$ cat src/hdl/mrpc_pkg.sv
// Shared constants and types of the mixed-radix path codec.
package mrpc_pkg;

  localparam int CODE_W            = 64;
  localparam int RADIX_W           = 8;
  localparam int DIGIT_W           = 8;
  localparam int KIND_W            = 2;
  localparam int CFG_W             = 5;
  localparam int POS_OUT_W         = 4;
  localparam int DEF_MAX_POSITIONS = 16;

  typedef enum logic [KIND_W-1:0] {
    KIND_LOAD   = 2'd0,
    KIND_ENCODE = 2'd1,
    KIND_DECODE = 2'd2
  } kind_t;

endpackage

$ cat src/hdl/mrpc_div.sv
// Iterative restoring divider, one quotient bit per cycle.
module mrpc_div (
  input  logic                        clk,
  input  logic                        rst_n,
  input  logic                        start,
  input  logic [mrpc_pkg::CODE_W-1:0] dividend,
  input  logic [mrpc_pkg::CODE_W-1:0] divisor,
  output logic                        done,
  output logic [mrpc_pkg::CODE_W-1:0] quotient,
  output logic [mrpc_pkg::CODE_W-1:0] remainder
);

  localparam int W  = mrpc_pkg::CODE_W;
  localparam int NW = $clog2(W);

  logic          busy_r;
  logic          done_r;
  logic [NW-1:0] cnt_r;
  logic [W-1:0]  quo_r;
  logic [W-1:0]  rem_r;
  logic [W-1:0]  dvs_r;
  logic [W:0]    shifted;
  logic [W:0]    diff;
  logic          take;

  assign shifted = {rem_r, quo_r[W-1]};
  assign diff    = shifted - {1'b0, dvs_r};
  assign take    = shifted >= {1'b0, dvs_r};

  always_ff @(posedge clk) begin
    if (!rst_n) begin
      busy_r <= 1'b0;
      done_r <= 1'b0;
      cnt_r  <= '0;
    end else begin
      done_r <= 1'b0;
      if (start) begin
        busy_r <= 1'b1;
        cnt_r  <= '0;
      end else if (busy_r) begin
        cnt_r <= cnt_r + 1'b1;
        if (cnt_r == NW'(W - 1)) begin
          busy_r <= 1'b0;
          done_r <= 1'b1;
        end
      end
    end
  end

  always_ff @(posedge clk) begin
    if (start) begin
      quo_r <= dividend;
      rem_r <= '0;
      dvs_r <= divisor;
    end else if (busy_r) begin
      quo_r <= {quo_r[W-2:0], take};
      rem_r <= take ? diff[W-1:0] : shifted[W-1:0];
    end
  end

  assign done      = done_r;
  assign quotient  = quo_r;
  assign remainder = rem_r;

endmodule

$ cat src/hdl/mixed_radix_path_codec_unit.sv
// Top level of the mixed-radix path codec: place-value memory, sequencer and result register.
//
// One item is taken at a time; in_stall is low only while the sequencer is idle. A load item
// and an encode item each run a 64-by-8 product as two 32-bit halves, and an encode item
// also posts the identifier on the last digit. For each position in use (up to 16
// positions by default), a decode item reads the place value from the place-value
// memory, divides in the one-bit-per-cycle divider and posts the digit. A waiting result
// sits in the output register and does not block the next input item.
module mixed_radix_path_codec_unit #(
  parameter int MAX_POSITIONS = mrpc_pkg::DEF_MAX_POSITIONS
) (
  input  logic                            clk,
  input  logic                            rst_n,
  input  logic                            cfg_valid,
  output logic                            cfg_ready,
  input  logic [mrpc_pkg::CFG_W-1:0]      cfg_position_count,
  input  logic                            in_valid,
  output logic                            in_stall,
  input  logic [mrpc_pkg::KIND_W-1:0]     in_kind,
  input  logic [mrpc_pkg::RADIX_W-1:0]    in_radix,
  input  logic [mrpc_pkg::DIGIT_W-1:0]    in_digit,
  input  logic [mrpc_pkg::CODE_W-1:0]     in_path_code,
  output logic                            out_valid,
  input  logic                            out_stall,
  output logic [mrpc_pkg::CODE_W-1:0]     out_code_out,
  output logic [mrpc_pkg::POS_OUT_W-1:0]  out_position_out,
  output logic [mrpc_pkg::DIGIT_W-1:0]    out_digit_out,
  output logic                            out_last_out,
  output logic                            out_error_out
);

  localparam int W  = mrpc_pkg::CODE_W;
  localparam int RW = mrpc_pkg::RADIX_W;
  localparam int DW = mrpc_pkg::DIGIT_W;
  localparam int HW = W / 2;
  localparam int MW = HW + RW;
  localparam int PW = (MAX_POSITIONS > 1) ? $clog2(MAX_POSITIONS) : 1;
  localparam int CW = $clog2(MAX_POSITIONS + 1);

  typedef enum logic [6:0] {
    ST_IDLE   = 7'b0000001,
    ST_RD     = 7'b0000010,
    ST_MUL_LO = 7'b0000100,
    ST_MUL_HI = 7'b0001000,
    ST_ACC    = 7'b0010000,
    ST_DIV    = 7'b0100000,
    ST_EMIT   = 7'b1000000
  } state_t;

  state_t                    state_r;
  state_t                    state_nxt;
  logic [mrpc_pkg::CFG_W-1:0] cfg_r;
  logic [CW-1:0]             cnt_eff;
  logic [PW-1:0]             lp_r;
  logic [PW-1:0]             ep_r;
  logic [PW-1:0]             pos_r;
  logic                      ovf_r;
  logic [W-1:0]              rp_r;
  logic [W-1:0]              sum_r;
  mrpc_pkg::kind_t           kind_r;
  logic [W-1:0]              mcand_r;
  logic [RW-1:0]             factor_r;
  logic [MW-1:0]             prod_lo_r;
  logic [MW-1:0]             prod_hi_r;
  logic [W+RW-1:0]           full;
  logic                      mul_ovf;
  logic [W-1:0]              sum_new;
  logic                      enc_done;
  logic [W-1:0]              rem_r;
  logic [W-1:0]              base;
  logic                      slot_free;
  logic                      accept;

  logic [W-1:0]              pv_mem_r [MAX_POSITIONS];
  logic [W-1:0]              rd_data_r;
  logic                      mem_we;
  logic [PW-1:0]             mem_raddr;

  logic                      div_start;
  logic                      div_done;
  logic [W-1:0]              div_quo;
  logic [W-1:0]              div_rem;
  logic                      sat;

  logic [W-1:0]              res_code_r;
  logic [mrpc_pkg::POS_OUT_W-1:0] res_pos_r;
  logic [DW-1:0]             res_digit_r;
  logic                      res_last_r;
  logic                      res_err_r;
  logic                      out_valid_r;
  logic [W-1:0]              out_code_r;
  logic [mrpc_pkg::POS_OUT_W-1:0] out_pos_r;
  logic [DW-1:0]             out_digit_r;
  logic                      out_last_r;
  logic                      out_err_r;

  always_comb begin
    if (cfg_r == '0) begin
      cnt_eff = CW'(1);
    end else if (32'(cfg_r) > MAX_POSITIONS) begin
      cnt_eff = CW'(MAX_POSITIONS);
    end else begin
      cnt_eff = CW'(cfg_r);
    end
  end

  assign cfg_ready = 1'b1;
  assign in_stall  = (state_r != ST_IDLE);
  assign accept    = in_valid && (state_r == ST_IDLE);
  assign slot_free = !out_valid_r || !out_stall;
  assign base      = (lp_r == '0) ? W'(1) : rp_r;
  assign full      = {prod_hi_r, {HW{1'b0}}} + {{HW{1'b0}}, prod_lo_r};
  assign mul_ovf   = |full[W+RW-1:W];
  assign sum_new   = sum_r + full[W-1:0];
  assign enc_done  = (32'(ep_r) + 32'd1) >= 32'(cnt_eff);
  assign sat       = |div_quo[W-1:DW];
  assign div_start = (state_r == ST_RD) && (kind_r == mrpc_pkg::KIND_DECODE);
  assign mem_we    = accept && (in_kind == mrpc_pkg::KIND_LOAD);

  always_comb begin
    unique case (state_r)
      ST_IDLE: mem_raddr = (in_kind == mrpc_pkg::KIND_DECODE) ? PW'(cnt_eff - 1'b1) : ep_r;
      ST_EMIT: mem_raddr = pos_r - 1'b1;
      default: mem_raddr = pos_r;
    endcase
  end

  always_ff @(posedge clk) begin
    if (mem_we) pv_mem_r[lp_r] <= base;
    rd_data_r <= pv_mem_r[mem_raddr];
  end

  always_comb begin
    state_nxt = state_r;
    unique case (state_r)
      ST_IDLE: begin
        if (in_valid) begin
          unique case (in_kind)
            mrpc_pkg::KIND_LOAD:   state_nxt = ST_MUL_LO;
            mrpc_pkg::KIND_ENCODE: state_nxt = ST_RD;
            mrpc_pkg::KIND_DECODE: state_nxt = ST_RD;
            default:               state_nxt = ST_IDLE;
          endcase
        end
      end
      ST_RD:     state_nxt = (kind_r == mrpc_pkg::KIND_DECODE) ? ST_DIV : ST_MUL_LO;
      ST_MUL_LO: state_nxt = ST_MUL_HI;
      ST_MUL_HI: state_nxt = ST_ACC;
      ST_ACC: begin
        if (kind_r == mrpc_pkg::KIND_ENCODE && enc_done) state_nxt = ST_EMIT;
        else state_nxt = ST_IDLE;
      end
      ST_DIV:  if (div_done) state_nxt = ST_EMIT;
      ST_EMIT: if (slot_free) state_nxt = res_last_r ? ST_IDLE : ST_RD;
      default: state_nxt = ST_IDLE;
    endcase
  end

  always_ff @(posedge clk) begin
    if (!rst_n) begin
      state_r     <= ST_IDLE;
      cfg_r       <= mrpc_pkg::CFG_W'(1);
      lp_r        <= '0;
      ep_r        <= '0;
      ovf_r       <= 1'b0;
      rp_r        <= W'(1);
      sum_r       <= '0;
      out_valid_r <= 1'b0;
    end else begin
      state_r <= state_nxt;
      if (cfg_valid) cfg_r <= cfg_position_count;
      if (state_r == ST_EMIT && slot_free) begin
        out_valid_r <= 1'b1;
      end else if (!out_stall) begin
        out_valid_r <= 1'b0;
      end
      unique case (state_r)
        ST_IDLE: begin
          if (mem_we) begin
            if (lp_r == '0) ovf_r <= 1'b0;
            lp_r <= (32'(lp_r) == MAX_POSITIONS - 1) ? '0 : lp_r + 1'b1;
          end
        end
        ST_ACC: begin
          if (kind_r == mrpc_pkg::KIND_LOAD) begin
            rp_r  <= mul_ovf ? '1 : full[W-1:0];
            ovf_r <= ovf_r | mul_ovf;
          end else if (enc_done) begin
            ep_r  <= '0;
            sum_r <= '0;
          end else begin
            ep_r  <= ep_r + 1'b1;
            sum_r <= sum_new;
          end
        end
        default: ;
      endcase
    end
  end

  always_ff @(posedge clk) begin
    unique case (state_r)
      ST_IDLE: begin
        if (in_valid) begin
          kind_r <= mrpc_pkg::kind_t'(in_kind);
          unique case (in_kind)
            mrpc_pkg::KIND_LOAD: begin
              mcand_r  <= base;
              factor_r <= (in_radix == '0) ? RW'(1) : in_radix;
            end
            mrpc_pkg::KIND_ENCODE: factor_r <= in_digit;
            mrpc_pkg::KIND_DECODE: begin
              rem_r <= in_path_code;
              pos_r <= PW'(cnt_eff - 1'b1);
            end
            default: ;
          endcase
        end
      end
      ST_RD:     if (kind_r == mrpc_pkg::KIND_ENCODE) mcand_r <= rd_data_r;
      ST_MUL_LO: prod_lo_r <= MW'(factor_r) * MW'(mcand_r[HW-1:0]);
      ST_MUL_HI: prod_hi_r <= MW'(factor_r) * MW'(mcand_r[W-1:HW]);
      ST_ACC: begin
        res_code_r  <= sum_new;
        res_pos_r   <= '0;
        res_digit_r <= '0;
        res_last_r  <= 1'b1;
        res_err_r   <= ovf_r;
      end
      ST_DIV: begin
        if (div_done) begin
          rem_r       <= div_rem;
          res_code_r  <= '0;
          res_pos_r   <= mrpc_pkg::POS_OUT_W'(pos_r);
          res_digit_r <= sat ? '1 : div_quo[DW-1:0];
          res_last_r  <= (pos_r == '0);
          res_err_r   <= ovf_r | sat;
        end
      end
      ST_EMIT: begin
        if (slot_free) begin
          out_code_r  <= res_code_r;
          out_pos_r   <= res_pos_r;
          out_digit_r <= res_digit_r;
          out_last_r  <= res_last_r;
          out_err_r   <= res_err_r;
          if (!res_last_r) pos_r <= pos_r - 1'b1;
        end
      end
      default: ;
    endcase
  end

  mrpc_div u_div (
    .clk       (clk),
    .rst_n     (rst_n),
    .start     (div_start),
    .dividend  (rem_r),
    .divisor   (rd_data_r),
    .done      (div_done),
    .quotient  (div_quo),
    .remainder (div_rem)
  );

  assign out_valid        = out_valid_r;
  assign out_code_out     = out_code_r;
  assign out_position_out = out_pos_r;
  assign out_digit_out    = out_digit_r;
  assign out_last_out     = out_last_r;
  assign out_error_out    = out_err_r;

  a_div_done_in_div: assert property (@(posedge clk) disable iff (!rst_n)
    div_done |-> state_r == ST_DIV)
    else $error("divider finished outside the divide step");

  a_last_goes_idle: assert property (@(posedge clk) disable iff (!rst_n)
    (state_r == ST_EMIT && slot_free && res_last_r) |=> state_r == ST_IDLE)
    else $error("sequencer kept running after the last beat");

  a_pos_steps_down: assert property (@(posedge clk) disable iff (!rst_n)
    (state_r == ST_EMIT && slot_free && !res_last_r) |=>
      (pos_r == $past(pos_r) - 1'b1 && state_r == ST_RD))
    else $error("decode position did not step down");

  a_code_beat_fields: assert property (@(posedge clk) disable iff (!rst_n)
    (out_valid && out_code_out != '0) |-> (out_position_out == '0 && out_digit_out == '0
      && out_last_out))
    else $error("identifier beat carries digit fields");

endmodule
$ cat config.mk
export PLATFORM = sky130hd
export DESIGN_NAME = mixed_radix_path_codec_unit
export DESIGN_NICKNAME = d
export VERILOG_FILES = /design/src/hdl/mrpc_pkg.sv /design/src/hdl/mrpc_div.sv /design/src/hdl/mixed_radix_path_codec_unit.sv
export SDC_FILE = /design/constraint.sdc
export NUM_CORES = 2
export LEC_CHECK = 0
export BUFFER_PORTS_ARGS = -buffer_cell sky130_fd_sc_hd__buf_2
export CORE_ASPECT_RATIO = 0.9
export CORE_UTILIZATION = 55
export CTS_CLUSTER_DIAMETER = 80
export DETAILED_ROUTE_END_ITERATION = 10
export GPL_ROUTABILITY_DRIVEN = 0
export PLACE_DENSITY = 0.73
export SYNTH_ARGS = -nofsm -noshare
export SYNTH_HDL_FRONTEND = slang
export SYNTH_SLANG_ARGS = --single-unit
$ cat constraint.sdc
create_clock -name clk -period 11 [get_ports clk]
set_clock_uncertainty 0.1 [all_clocks]
set_input_delay 1.65 -clock clk [delete_from_list [all_inputs] [get_ports clk]]
set_output_delay 1.65 -clock clk [all_outputs]
set_load 0.02 [all_outputs]
==> Word-level counts from Yosys, hierarchy flattened <==
Memory sizes are Yosys's and may differ from the RTL's. A register that Yosys moved wholly into a read port is not among the register bits.
Index checks and enable logic that the tools add are counted.
{ "classes": {"add_sub_neg": 9, "n_mul": 2, "order_cmp": 3, "n_eq_ne": 25, "mux": 58, "n_bitwise": 5, "n_reduce_logical": 38} }
{ "ops": {"columns": ["operator", "count"], "rows": [
  ["$mux 64", 13],
  ["$pmux 64 s2", 3],
  ["$mul 8x32->40", 2],
  ["$add 72x40->72", 1],
  ["$ge 65x64->1", 1],
  ["$add 64x64->64", 1],
  ["$sub 64x64->64", 1],
  ["$reduce_or 56->1", 1],
  ["$pmux 7 s7", 1],
  ["$mux 4", 8],
  ["$pmux 8 s2", 2],
  ["$mux 7", 4],
  ["$mux 8", 3],
  ["$pmux 4 s2", 3],
  ["$reduce_bool 2->1", 7],
  ["$mux 1", 13],
  ["$ne 2x1->1 const B", 6],
  ["$reduce_and 2->1", 6],
  ["$reduce_and 4->1", 3],
  ["$mux 5", 2],
  ["$ne 2x2->1 const B", 5],
  ["$add 4x1->4 const B", 2],
  ["$logic_not 4->1", 2],
  ["$logic_not 8->1", 1],
  ["33 further kinds", 49]
]} }
{ "totals": {"regBits": 728, "ram_bits": 1024, "inputBits": 92, "output_inout_bits": 81, "wordCells": 172, "mem_count": 1} }
{ "memory_table": {"columns": ["memory", "words", "width", "rd", "rd_clocked_by_memory_dff", "wr", "line_no", "text"], "rows": [
  ["pv_mem_r", 16, 64, 1, 1, 1, "mixed_radix_path_codec_unit.sv:74", "logic [W-1:0] pv_mem_r [MAX_POSITIONS];"]
]} }

==> Logic depth before layout (Yosys ltp) <==
{ "logic_depth": {"ltp_word": 7, "ltp_mapped": 25, "depth_no_buf": 24} }

==> Hierarchy <==
A second synthesis with hierarchy kept.
{ "unflattened": {"hier_cells": 8080, "hier_area_um2": 94002.7} }
{ "by_module_without_submodules": {"columns": ["mod", "instances", "cells_per_inst", "area_each_um2", "seq_area_each_um2"], "rows": [
  ["mixed_radix_path_codec_unit", 1, 6877, 82112.5, 46384.5],
  ["mrpc_div", 1, 1203, 11890.2, 5285.1]
]} }

==> Worst setup path after synthesis <==
No wires, ideal clock.
{ "synth_timing": {"path_type": "input to register", "start": "input port in_kind[0] (netlist bit)", "end": "register rem_r[0] (enable)", "setup_time_ns": 0.661, "arrival_time_ns": 8.625, "required_ns": 10.239, "setup_slack_ns": 1.614, "cell_stages": 4, "n_path_buf": 0, "path_cell_list": "inv_1 ha_1 inv_1 o41ai_1"} }
{ "synth_between": {"elab_chain_len": 3} }
{ "synth_rtl": {"columns": ["item", "line_no", "text"], "rows": [
  ["start: declaration", "mixed_radix_path_codec_unit.sv:19", "input logic [mrpc_pkg::KIND_W-1:0] in_kind,"],
  ["$eq 2x2->1", "mixed_radix_path_codec_unit.sv:206", "unique case (in_kind)"],
  ["$ne 2x1->1 (no line)", null, null],
  ["$reduce_and 4->1 (no line)", null, null],
  ["end signal: assignment", "mixed_radix_path_codec_unit.sv:213", "rem_r <= in_path_code;"],
  ["end signal: assignment", "mixed_radix_path_codec_unit.sv:232", "rem_r <= div_rem;"],
  ["end: declaration", "mixed_radix_path_codec_unit.sv:69", "logic [W-1:0] rem_r;"]
]} }
No other way between the ends.
A chain may end at the register's enable or synchronous reset.

==> Final worst setup path <==
{ "layout_timing": {"start": "register factor_r[3]", "end": "register prod_lo_r[39], data pin"} }
{ "layout_between": {"elab_chain_len": 1} }
{ "layout_rtl": {"columns": ["item", "line_no", "text"], "rows": [
  ["start: declaration", "mixed_radix_path_codec_unit.sv:62", "logic [RW-1:0] factor_r;"],
  ["start signal: assignment", "mixed_radix_path_codec_unit.sv:209", "factor_r <= (in_radix == '0) ? RW'(1) : in_radix;"],
  ["start signal: assignment", "mixed_radix_path_codec_unit.sv:211", "mrpc_pkg::KIND_ENCODE: factor_r <= in_digit;"],
  ["$mul 8x32->40", "mixed_radix_path_codec_unit.sv:221", "ST_MUL_LO: prod_lo_r <= MW'(factor_r) * MW'(mcand_r[HW-1:0]);"],
  ["end signal: assignment", "mixed_radix_path_codec_unit.sv:221", null],
  ["end: declaration", "mixed_radix_path_codec_unit.sv:63", "logic [MW-1:0] prod_lo_r;"]
]} }
No other way between the ends.

==> impl_metrics.xml <==
<?xml version="1.0" encoding="UTF-8"?>
<metrics>
  <group name="place">
    <metric name="placed_cells" unit="">10260</metric>
    <metric name="post_dp_cell_area" unit="um2">96620</metric>
    <metric name="detailed_place_hpwl" unit="mm">159.8</metric>
    <metric name="place_ws" unit="ns">4.528</metric>
    <metric name="port_buf_inserts" unit="">171</metric>
  </group>
  <group name="sta">
    <metric name="timing.final.crit_period" unit="ns">6.567</metric>
    <metric name="finalCritPeriodShare" unit="%">59.70</metric>
    <metric name="setup_total_negative_slack" unit="ns">0</metric>
    <metric name="post_layout_worst_setup_margin" unit="ns">4.433</metric>
    <metric name="setup_viol_count_final" unit="">0</metric>
    <metric name="final-hold-violation-count" unit="">0</metric>
    <metric name="clock.fmax" unit="GHz">0.1523</metric>
    <metric name="final-max-slew-violation-count" unit="">0</metric>
    <metric name="hold_ws" unit="ns">0.3034</metric>
    <metric name="worst_slew_margin" unit="%">9.858</metric>
    <metric name="grt_setup_unrepaired" unit="">false</metric>
    <metric name="worst-slew-pin-transition" unit="ns">1.352</metric>
  </group>
  <group name="setup_path">
    <metric name="cp.required" unit="ns">11.42</metric>
    <metric name="crit_path_max_fanout" unit="">64</metric>
    <metric name="worstSetupPathType" unit="">reg2reg</metric>
    <metric name="timing.critical_path.arrival" unit="ns">6.99</metric>
    <metric name="timing.critical_path.cells" unit="">buf_4 -&gt; and2_1 -&gt; fa_1 -&gt; fa_1 -&gt; fa_1 -&gt; fa_1 -&gt; ha_1 -&gt; a21oi_1 -&gt; o21ai_0 -&gt; a21o_1 -&gt; or4b_2 -&gt; o211a_1 -&gt; o21ba_2 -&gt; a41o_1 -&gt; o41ai_1 -&gt; o21ai_0 -&gt; xnor2_1</metric>
    <metric name="crit_start_category" unit="">register</metric>
    <metric name="worstSetupEndpointType" unit="">register</metric>
    <metric name="crit_buf_inv" unit="">1</metric>
    <metric name="cp_common_cell" unit="">sky130_fd_sc_hd__fa_1</metric>
    <metric name="critPathMaxStageDelay" unit="ns">0.65</metric>
    <metric name="worst_path_dominant_cell_family" unit="">adder cells</metric>
    <metric name="critical-path-slowest-cell" unit="">sky130_fd_sc_hd__or4b_2</metric>
  </group>
  <group name="synthesis">
    <metric name="netlist_instances" unit="">8215</metric>
    <metric name="synthesis.yosys.warnings" unit="">0</metric>
    <metric name="synth.avg_cell_area" unit="um2">11.42</metric>
    <metric name="synth_top_family_by_area" unit="">simple AND/OR/NAND/NOR gates</metric>
    <metric name="number_of_enable_flip_flop_cells_after_synthesis" unit="">1530</metric>
    <metric name="synthArstFlopShare" unit="%">0</metric>
    <metric name="synthSimpleGateAreaFrac" unit="%">13.98</metric>
    <metric name="yosys_register_bits" unit="">1816</metric>
    <metric name="post_synth_xor_area_fraction" unit="%">2.036</metric>
    <metric name="synth.top_cell.area_share" unit="%">48.99</metric>
    <metric name="synth-seq-area-share" unit="%">55.10</metric>
    <metric name="yosys.area_share.adder" unit="%">11.38</metric>
    <metric name="synth_cell_types" unit="">79</metric>
    <metric name="synth_largest_area_cell" unit="">sky130_fd_sc_hd__edfxtp_1</metric>
    <metric name="netlist_area" unit="um2">93770</metric>
    <metric name="muxShareOfSynthArea" unit="%">1.230</metric>
    <metric name="synth_compound_area_share" unit="%">12.33</metric>
    <metric name="synthTopCellsByCount" unit="">1,530 x sky130_fd_sc_hd__edfxtp_1, 1,221 x sky130_fd_sc_hd__nand2_1, 693 x sky130_fd_sc_hd__and2_1</metric>
    <metric name="yosysMostFrequentCell" unit="">sky130_fd_sc_hd__edfxtp_1</metric>
    <metric name="syn_nets" unit="">8942</metric>
    <metric name="synthTopCellsByArea" unit="">sky130_fd_sc_hd__edfxtp_1 49%, sky130_fd_sc_hd__fa_1 7.7%, sky130_fd_sc_hd__dfxtp_1 6.1%, sky130_fd_sc_hd__nand2_1 4.9%, sky130_fd_sc_hd__and2_1 4.6%</metric>
    <metric name="dominantRegCellSynth" unit="">sky130_fd_sc_hd__edfxtp_1</metric>
  </group>
  <group name="run_status">
    <metric name="violated_checks" unit="">DRC</metric>
    <metric name="status" unit="">finished with violations</metric>
  </group>
  <group name="final_layout">
    <metric name="design.final.nets" unit="">8926</metric>
    <metric name="flow.area_growth_from_synthesis" unit="%">9.791</metric>
    <metric name="layout_cells_sized_above_1" unit="%">8.297</metric>
    <metric name="final-instance-count-excl-fill" unit="">10620</metric>
    <metric name="final_design_area_no_fill" unit="um2">103000</metric>
    <metric name="final_util" unit="%">60.89</metric>
  </group>
  <group name="power_and_ir_drop">
    <metric name="total_leakage_power" unit="nW">39.79</metric>
    <metric name="fin_total_pwr" unit="mW">24.18</metric>
    <metric name="p_per_area" unit="nW/um2">234.8</metric>
    <metric name="vdd_drop_max" unit="mV">0.2039</metric>
  </group>
  <group name="floorplanning">
    <metric name="start_util" unit="%">55.46</metric>
    <metric name="core_area" unit="um2">169100</metric>
    <metric name="dieArea" unit="um2">172200</metric>
    <metric name="std_cell_rows" unit="">143</metric>
    <metric name="die_h" unit="um">393.7</metric>
    <metric name="top_level_ports" unit="">173</metric>
    <metric name="die_width" unit="um">437.3</metric>
  </group>
  <group name="worst_hold_path">
    <metric name="min-delay-path-class" unit="">reg2reg</metric>
  </group>
  <group name="global_route">
    <metric name="antenna_found_initial" unit="">9</metric>
    <metric name="via_count_of_the_first_global_routing_pass" unit="">62810</metric>
    <metric name="grt_overflow_total" unit="">0</metric>
    <metric name="grt_pass1_wl" unit="mm">372.7</metric>
    <metric name="grt_start_max_net_pins" unit="">233</metric>
    <metric name="global_route.usage.total" unit="%">28.20</metric>
  </group>
  <group name="clock_network">
    <metric name="clk_root_buffer_cell" unit="">sky130_fd_sc_hd__clkbuf_16</metric>
    <metric name="clk-insertion-delay-late" unit="ns">0.83</metric>
    <metric name="holdBufCountCts" unit="">0</metric>
    <metric name="cts_htree_levels" unit="">4</metric>
    <metric name="cts-root-to-sink-buffers" unit="">3</metric>
    <metric name="clock_tree_from_tritoncts" unit="">done</metric>
    <metric name="tritoncts.num_buffers" unit="">186</metric>
    <metric name="path_clk_slew" unit="ns">0.06</metric>
    <metric name="cts_setup_buffers" unit="">0</metric>
    <metric name="cts.repair.resized" unit="">0</metric>
    <metric name="cts.sink_count" unit="">1816</metric>
  </group>
  <group name="flow_run">
    <metric name="drv.max_cap_violation_count" unit="">0</metric>
  </group>
  <group name="route">
    <metric name="avgRoutedWirePerCell" unit="um">23.19</metric>
    <metric name="drc_errors" unit="">60</metric>
    <metric name="antenna_violating_nets_post_route" unit="">0</metric>
    <metric name="viasPerCell" unit="">6.072</metric>
    <metric name="number_of_drc_markers_in_iteration_0" unit="">6676</metric>
    <metric name="num_vias" unit="">64480</metric>
    <metric name="routed_wirelength" unit="mm">246.3</metric>
    <metric name="first_pass_iters" unit="">9</metric>
  </group>
</metrics>
cells in the final DEF (no fill, tap or decap), drive strengths merged, types with 54 or more instances in the layout:
cell	count
a311oi	129
fa	363
and3	54
and2	696
nor3	58
xor2	77
nand2	1221
a21oi	473
clkbuf	271
edfxtp	1530
a211oi	377
ha	272
nand4	58
dfxtp	286
inv	485
a31oi	159
nor2	339
mux2	74
xnor2	141
nand3	61
a21o	118
buf	270
nor2b	121
o21ai	255
routing by layer:
layer  routed length, um  global-route usage [%]  part of all wire (%)  vias up
li1                    -                       -                     -    29200
met1               99640                   38.77                    40    31740
met2              111300                   43.81                    45     2997
met3               25630                   6.291                    10      541
met4                9674                   10.78                   3.9        6
met5                  41                       0                 0.017        -
worst paths after layout:
kind,start,to,slack [ns],depth (start not counted)
worst min register to register,res_digit_r[6],out_digit_out[6],0.30,0
worst min-delay path,res_digit_r[6],out_digit_out[6],0.30,0
worst max register to register,factor_r[3],prod_lo_r[39],4.43,17
worst max-delay path,factor_r[3],prod_lo_r[39],4.43,17
final cells by class:
type / count / area (um2)
tap: 2247 / 2811
sequential: 1816 / 51670
inverter: 471 / 1773
clock buffer: 271 / 5269
fill: 13120 / 66120
antenna: 8 / 20.02
clock inverter: 82 / 1044
timing repair buffer: 270 / 1689
multi-input combinational: 5454 / 38680
worst reg2reg max path, cell delays in order (launching register included):
cell,delay [ns]
sky130_fd_sc_hd__edfxtp_1,0.32
sky130_fd_sc_hd__buf_4,0.63
sky130_fd_sc_hd__and2_1,0.30
sky130_fd_sc_hd__fa_1,0.46
sky130_fd_sc_hd__fa_1,0.58
sky130_fd_sc_hd__fa_1,0.44
sky130_fd_sc_hd__fa_1,0.45
sky130_fd_sc_hd__ha_1,0.37
sky130_fd_sc_hd__a21oi_1,0.17
sky130_fd_sc_hd__o21ai_0,0.10
sky130_fd_sc_hd__a21o_1,0.22
sky130_fd_sc_hd__or4b_2,0.65
sky130_fd_sc_hd__o211a_1,0.27
sky130_fd_sc_hd__o21ba_2,0.22
sky130_fd_sc_hd__a41o_1,0.27
sky130_fd_sc_hd__o41ai_1,0.37
sky130_fd_sc_hd__o21ai_0,0.19
sky130_fd_sc_hd__xnor2_1,0.15
cells by family after synthesis:
group	Yosys count
adders and majority gates	635
xor gates and xnor gates	218
and+or+nand+nor	2728
other	1
muxes	106
buffers and inverters	945
AOI/OAI and AO/OA	1766
DFF	1816
state kept, by name, indices dropped and copies added, names as in the netlist, 64 cells and up:
name and cells:
pv_mem_r 1024, mcand_r 64, out_code_out 64, rd_data_r 64, rem_r 64, res_code_r 64, rp_r 64, sum_r 64
u_div.dvs_r 64, u_div.quotient 64, u_div.remainder 64
where the power goes:
group	switching, mW	internal (mW)	total, mW	leakage, nW
logic	5.43	3.72	9.15	19.5
registers	0.535	8.09	8.62	17.2
clock network	2.74	3.66	6.40	3.07
total	8.71	15.5	24.2	39.8
Note: power is estimated with default switching activity, not from simulation.
